$ cat config.mk
export PLATFORM = sky130hd
export DESIGN_NAME = arlt_cell
export DESIGN_NICKNAME = d
export VERILOG_FILES = /design/src/hw/rtl/address_range_table_lookup_core_defines.svh /design/src/hw/rtl/arlt_pkg.sv /design/src/hw/rtl/arlt_cell.sv
export SDC_FILE = /design/constraint.sdc
export NUM_CORES = 1
export LEC_CHECK = 0
export BUFFER_PORTS_ARGS = -buffer_cell sky130_fd_sc_hd__buf_2
export CORE_AREA = 2 2 192 194
export DETAILED_ROUTE_END_ITERATION = 7
export DIE_AREA = 0 0 194 196
export PLACE_DENSITY_LB_ADDON = 0.3
export SYNTH_ARGS = -nofsm -noshare
export SYNTH_HDL_FRONTEND = slang
export SYNTH_SLANG_ARGS = --single-unit
$ cat constraint.sdc
create_clock -name clock -period 23.5 [get_ports clock]
set_input_delay 4.7 -clock clock [delete_from_list [all_inputs] [get_ports clock]]
set_output_delay 4.7 -clock clock [all_outputs]
set_load 0.05 [all_outputs]
$ cat src/hw/rtl/address_range_table_lookup_core_defines.svh
// Assertion macros shared by the address range table lookup RTL.
`ifndef ADDRESS_RANGE_TABLE_LOOKUP_CORE_DEFINES_SVH
`define ADDRESS_RANGE_TABLE_LOOKUP_CORE_DEFINES_SVH

// Same-cycle implication, checked at every rising edge outside reset.
`define ARLT_ASSERT_IMP(label, clk, rst, ante, cons, msg) \
   label: assert property (@(posedge clk) disable iff (rst) (ante) |-> (cons)) \
      else $error(msg);

// Next-cycle implication, checked at every rising edge outside reset.
`define ARLT_ASSERT_NXT(label, clk, rst, ante, cons, msg) \
   label: assert property (@(posedge clk) disable iff (rst) (ante) |=> (cons)) \
      else $error(msg);

`endif

$ cat src/hw/rtl/arlt_pkg.sv
// Package with sizes, codes and structs of the address range table lookup.
`default_nettype none

package arlt_pkg;

   localparam int TABLE_DEPTH = 64;
   localparam int IDX_W       = $clog2(TABLE_DEPTH);
   localparam int CNT_W       = $clog2(TABLE_DEPTH + 1);
   localparam int ADDR_W      = 64;
   localparam int ID_W        = 8;
   localparam int NUM_GROUPS  = 8;
   localparam int GROUP_SIZE  = (TABLE_DEPTH + NUM_GROUPS - 1) / NUM_GROUPS;

   typedef enum logic [1:0] {
      REQ_CLEAR  = 2'd0,
      REQ_INSERT = 2'd1,
      REQ_LOOKUP = 2'd2
   } arlt_req_type;

   typedef enum logic [1:0] {
      STAT_OK       = 2'd0,
      STAT_EMPTY    = 2'd1,
      STAT_OVERFLOW = 2'd2,
      STAT_FULL     = 2'd3
   } arlt_status_type;

   typedef struct packed {
      logic [ADDR_W-1:0] base;
      logic [ADDR_W-1:0] end_addr;
      logic [ID_W-1:0]   id;
   } arlt_entry_type;

   // Control and data broadcast to every cell of the chain.
   typedef struct packed {
      logic              insert_en;
      logic              sample;
      logic [CNT_W-1:0]  count;
      logic [ADDR_W-1:0] addr;
      arlt_entry_type    entry;
   } arlt_bcast_type;

   typedef struct packed {
      logic [6:0]        entry_count;
      logic [ADDR_W-1:0] found_end;
      logic [ADDR_W-1:0] found_base;
      logic [ID_W-1:0]   found_id;
      logic [5:0]        found_index;
      logic              hit;
      arlt_status_type   status;
   } arlt_rsp_type;

endpackage

`default_nettype wire

$ cat src/hw/rtl/arlt_cell.sv
// One cell of the sorted range chain: holds one entry, shifts and matches.
`default_nettype none

module arlt_cell (
   input  logic                          clock,
   input  logic [arlt_pkg::IDX_W-1:0]    cell_index,
   input  arlt_pkg::arlt_bcast_type      bcast,
   input  arlt_pkg::arlt_entry_type      left_entry,
   input  logic                          left_gt,
   input  logic                          right_le,
   output arlt_pkg::arlt_entry_type      entry,
   output logic                          gt,
   output logic                          le,
   output logic                          sel
);
   import arlt_pkg::*;

   arlt_entry_type entry_ff;
   arlt_entry_type entry_in;
   logic           sel_ff;
   logic           sel_in;
   logic           occupied;
   logic           at_end;

   always_comb begin
      occupied = CNT_W'(cell_index) < bcast.count;
      at_end   = CNT_W'(cell_index) == bcast.count;
      gt       = occupied && (entry_ff.base > bcast.entry.base);
      le       = occupied && (entry_ff.base <= bcast.addr);

      // The chain is sorted, so le runs ones then zeros; the last one is the candidate.
      sel_in = bcast.sample ? (le && !right_le) : sel_ff;

      // A greater left neighbor moves right; the first slot past the smaller or equal bases takes the new entry.
      entry_in = entry_ff;
      if (bcast.insert_en) begin
         if (left_gt) begin
            entry_in = left_entry;
         end else if (gt || at_end) begin
            entry_in = bcast.entry;
         end
      end
   end

   always_ff @(posedge clock) begin
      entry_ff <= entry_in;
      sel_ff   <= sel_in;
   end

   assign entry = entry_ff;
   assign sel   = sel_ff;

endmodule

`default_nettype wire

Yosys cells after proc, flatten, opt, wreduce, memory -nomap -nowiden
Cells that the tools add are included.
- reduce and logical (&&, ||, !) cells: 7
- magnitude comparators: 3
- muxes and demuxes: 2
- equal/unequal tests: 1
- operator list (kind ; number):
    $mux 136 ; 2
    $gt 64x64->1 ; 1
    $le 64x64->1 ; 1
    $eq 6x7->1 ; 1
    $lt 6x7->1 ; 1
    $logic_and 1x1->1 ; 3
    $reduce_and 2->1 ; 1
    $reduce_bool 2->1 ; 1
    $logic_not 1->1 ; 1
    $logic_or 1x1->1 ; 1
- bits of input ports: 354
- output and inout bits: 139
- register bits: 137
- word-level logic and storage cells: 17

Logic depth before layout (Yosys ltp)
- word-level depth: 5
- depth in mapped cells: 8

Least setup slack after synthesis
No wires, ideal clock.
- path kind: input to register
- start point: in bcast[111] (netlist bit)
- end point: reg entry_ff (netlist bit entry[0]), enable pin
- arrival time: 16.690 ns
- slack: 5.935 ns
- buffers on the path: 0
- stages on the path: 7
- library setup time: 0.875 ns
- path through: inv_1 -> ha_1 -> and4_1 -> nor4bb_1 -> and3_1 -> a211oi_1 -> a311oi_1
- cells in the longest elaborated chain, start to end: 5
- ends and longest elaborated chain (item ; RTL line ; RTL):
    start, declared ; arlt_cell.sv:7 ; input arlt_pkg::arlt_bcast_type bcast,
    $gt 64x64->1 ; arlt_cell.sv:28 ; gt = occupied && (entry_ff.base > bcast.entry.base);
    $logic_and 1x1->1 ; arlt_cell.sv:28 ;
    $logic_or 1x1->1 ; arlt_cell.sv:39 ; end else if (gt || at_end) begin
    $reduce_bool 2->1 (no line) ; n/a ;
    $reduce_and 2->1 (no line) ; n/a ;
    end signal, assigned ; arlt_cell.sv:46 ; entry_ff <= entry_in;
    end, declared ; arlt_cell.sv:18 ; arlt_entry_type entry_ff;
Every way passes these cells.
A chain may end at the register's enable or synchronous reset.

Final worst setup path
- start point: in bcast[193] (netlist bit)
- end point: out le
- cells in the longest elaborated chain, start to end: 2
- ends and longest elaborated chain (item ; RTL line ; RTL):
    $le 64x64->1 ; arlt_cell.sv:29 ; le = occupied && (entry_ff.base <= bcast.addr);
    $logic_and 1x1->1 ; arlt_cell.sv:29 ;
    end, declared ; arlt_cell.sv:13 ; output logic le,
Every way passes these cells.

==> metrics.md <==
| Metric | Value |
|---|---|
| Max cap viols | `0` |
| Cell Int Power | `0.536 mW` |
| Most frequent cells in the layout | `buf_2, inv_1, edfxtp_1` |
| Net Switching | `~0.27 mW` |
| Setup WS post-layout | `11.38 ns` |
| CTS H-tree depth | `4` |
| Root buf cell | `clkbuf_16` |
| Max IR drop VDD | `around 0.074 mV` |
| Initial Util | `0.249` |
| WP data arrival | `roughly 7.4 ns` |
| Fin cells | `1,813` |
| Final hold viol count | `0` |
| RSZ-0062 raised after global routing | `no` |
| Fill count | `3,810` |
| Storage cell area | `roughly 4100 um2` |
| Worst reg-to-reg path cell count | `7` |
| Most common cell after layout, fill and taps aside | `buf_2` |
| Final wirelength | `33.7 mm` |
| Largest net degree at the start of global routing | `89` |
| WHS Endpoint | `sel` |
| YS warnings | `0` |
| Global-route wire length before repair | `approximately 50 mm` |
| Layout Nets | `~1,800` |
| I/O Pins | `~500` |
| Sw Ratio | `0.336` |
| Port Buf Inserts | `around 490` |
| Die width | `194 um` |
| Post-DP HPWL | `around 28 mm` |
| Logic pwr share | `0.270` |
| Synthesized Nets | `1,323` |
| WS Path Type | `in -> out` |
| Leak | `between 6 and 7 nW` |
| Via Count | `8,279` |
| Cts repair resizes | `0` |
| Min-delay src | `entry[135]` |
| Fin. max-slew vios | `0` |
| Leading post-synthesis cells by cell area | `edfxtp_1, ha_1, mux2_2` |
| Clk slew on worst S/H paths | `~0.06 ns` |
| Worst reg2reg endpoint | `entry[51]` |
| Total GRT Usage | `0.174` |
| FMAX | `~83 MHz` |
| Synth Cell Area | `9000 um2` |
| Multi-input logic area | `roughly 4300 um2` |
| Slew @ Worst Pin | `1.06 ns` |
| Clock power frac | `0.349` |
| WP data required | `~19 ns` |
| Setup Viol. Count Final | `0` |
| CP max FO | `3` |
| Slowest-stage cell, CP | `nor4_2` |
| Hold Crit Class | `reg -> reg` |
| RePlAce Congestion | `roughly 0.9` |
| Wirelength per Cell | `~19 um` |
| Setup bufs post-CTS | `0` |
| Result of the run | `completed` |
| Critical R2R Launch | `entry[111]` |
| Fin Setup TNS | `0 ns` |
| Post-synthesis sequential area ratio | `0.457` |
| Seq cells post-synth | `137` |
| Worst Hold Path Cells | `5` |
| Worst-Skew Late Latency | `0.44 ns` |
| Die area | `around 38,000 um2` |
| Grt ovf | `0` |
| Reg power frac | `0.381` |
| Clock sinks | `approximately 140` |
| Drt initial violations | `approximately 320` |
| Slew headroom | `0.291` |
| Share of layout cells above drive strength 1 | `0.448` |
| Fraction of the cycle the final worst path needs | `0.516` |
| Worst reg-to-reg setup slack | `roughly 19 ns` |
| CP Capture Type | `output port` |
| Startpoint types | `input pin` |
| Vias/cell | `4.57` |
| Area delta synth->final | `40.2%` |
| Vias in the first global route | `about 8,500` |
| # rows | `70` |
| Dominant cell type by area after synthesis | `edfxtp_1` |
| Core area | `about 36,000 um2` |
| Die height | `roughly 200 um` |
| Cells after synthesis | `835` |
| Clock buffer depth | `2` |
| Skew final | `0.0158 ns` |
| Syn Area/Cell | `roughly 11 um2` |
| Cell variety after synth | `between 40 and 50` |
| Initial antenna violation count | `11` |
| Min cycle time layout | `about 12 ns` |
| Crit-path cells | `buf_2, inv_1, ha_1, nand4_1, nor4_2, nand4_1, nor4_1, nand3_1, o31ai_1, buf_2` |
| ANT nets after route | `0` |
| CTS tree | `done` |
| Placed Cells | `around 1,800` |
| Num CTS Buffers | `17` |
| Dpl ws | `11.11 ns` |
| Pwr Total | `around 0.81 mW` |
| Cts hold-fix bufs | `0` |
| DRC Markers | `0` |
| Power Density | `64.0 nW/um2` |
| First-pass iteration count of the detailed router | `5` |
| CP max stage delay | `~0.57 ns` |
| Post-synth top area share | `0.457` |
-- worst max-delay path: cells and delay by family --
kind | cells | cell delay (ns)
AOI/OAI and AO/OA | 1 | 0.13
adders and majority gates | 1 | 0.33
buffers and inverters | 3 | 0.43
and+or+nand+nor | 5 | 1.82
-- final cells by class --
type | instances | share of cell area
inverters | 138 | 0.0411
flip-flops and latches | 137 | 0.326
diodes | 5 | 0.000992
well taps | 468 | 0.0464
clock inverters | 12 | 0.0118
multi-input cells | 538 | 0.341
repair buffers | 496 | 0.198
clock buffers | 19 | 0.0343
-- power by group through the flow --
stage	clock network, mW	registers [mW]	logic [mW]
2_1_floorplan	0	0.382	0.0767
3_3_place_gp	0	0.312	0.216
3_5_place_dp	0	0.312	0.219
4_1_cts	0.292	0.307	0.220
5_1_grt	0.300	0.309	0.238
6_report	0.282	0.307	0.218
-- registers in the layout, indices dropped and copies added, names as in the netlist --
| name | cells |
|---|---|
| entry | 136 |
| sel | 1 |
-- logic make-up after synthesis --
group,synth area share
buf+inv,0.0667
compound gates,0.117
mux,0.0914
fa+ha+maj,0.186
flops,0.457
simple gates,0.0816
-- routing by layer --
layer | GRT usage | vias to the layer above | wire [um]
li1 | - | 4022 | -
met2 | 0.304 | 351 | 16700
met3 | 0.0672 | 36 | 3070
met1 | 0.198 | 3862 | 13300
met5 | 0 | - | 52
met4 | 0.0457 | 8 | 629
-- through the flow --
step	hold WS [ns]	area, um2	util
floorplan	1.34	9000	-
global placement	1.12	12000	0.333
detailed placement	1.13	12000	0.333
CTS	1.15	12600	0.349
global route	1.21	12600	0.349
finish	1.13	12600	0.350
-- worst max path at each step --
| stage | from | endpoint | cells past startpoint | slack [ns] |
|---|---|---|---|---|
| after floorplan | bcast[111] | entry[0] | 7 | 5.93 |
| after global placement | bcast[193] | le | 10 | 11.19 |
| after detailed placement | bcast[193] | le | 10 | 11.11 |
| after CTS | bcast[193] | le | 10 | 11.10 |
| after global routing | bcast[193] | le | 10 | 10.99 |
| final | bcast[193] | le | 10 | 11.38 |
-- Yosys cell counts (all sizes together) --
cell,number
nor4,5
and4b,1
o21a,4
or3,1
o21ai,79
o22ai,2
o31ai,2
nor2,5
buf,2
nor2b,6
a21boi,1
o31a,1
a211o,1
o32ai,1
a22o,2
a221o,1
nor3,2
nand2,88
nor4bb,1
ha,134
o211ai,3
or4b,1
or4,1
inv,138
and3,2
edfxtp,137
a21oi,52
a211oi,4
a311oi,1
and4,4
nand3b,1
a221oi,2
o41a,1
nand4,25
o21bai,1
a21o,19
clkbuf,20
a2111o,1
a2111oi,2
nand3,7
nor4b,1
mux2,73
Note: power is estimated with default switching activity, not from simulation.
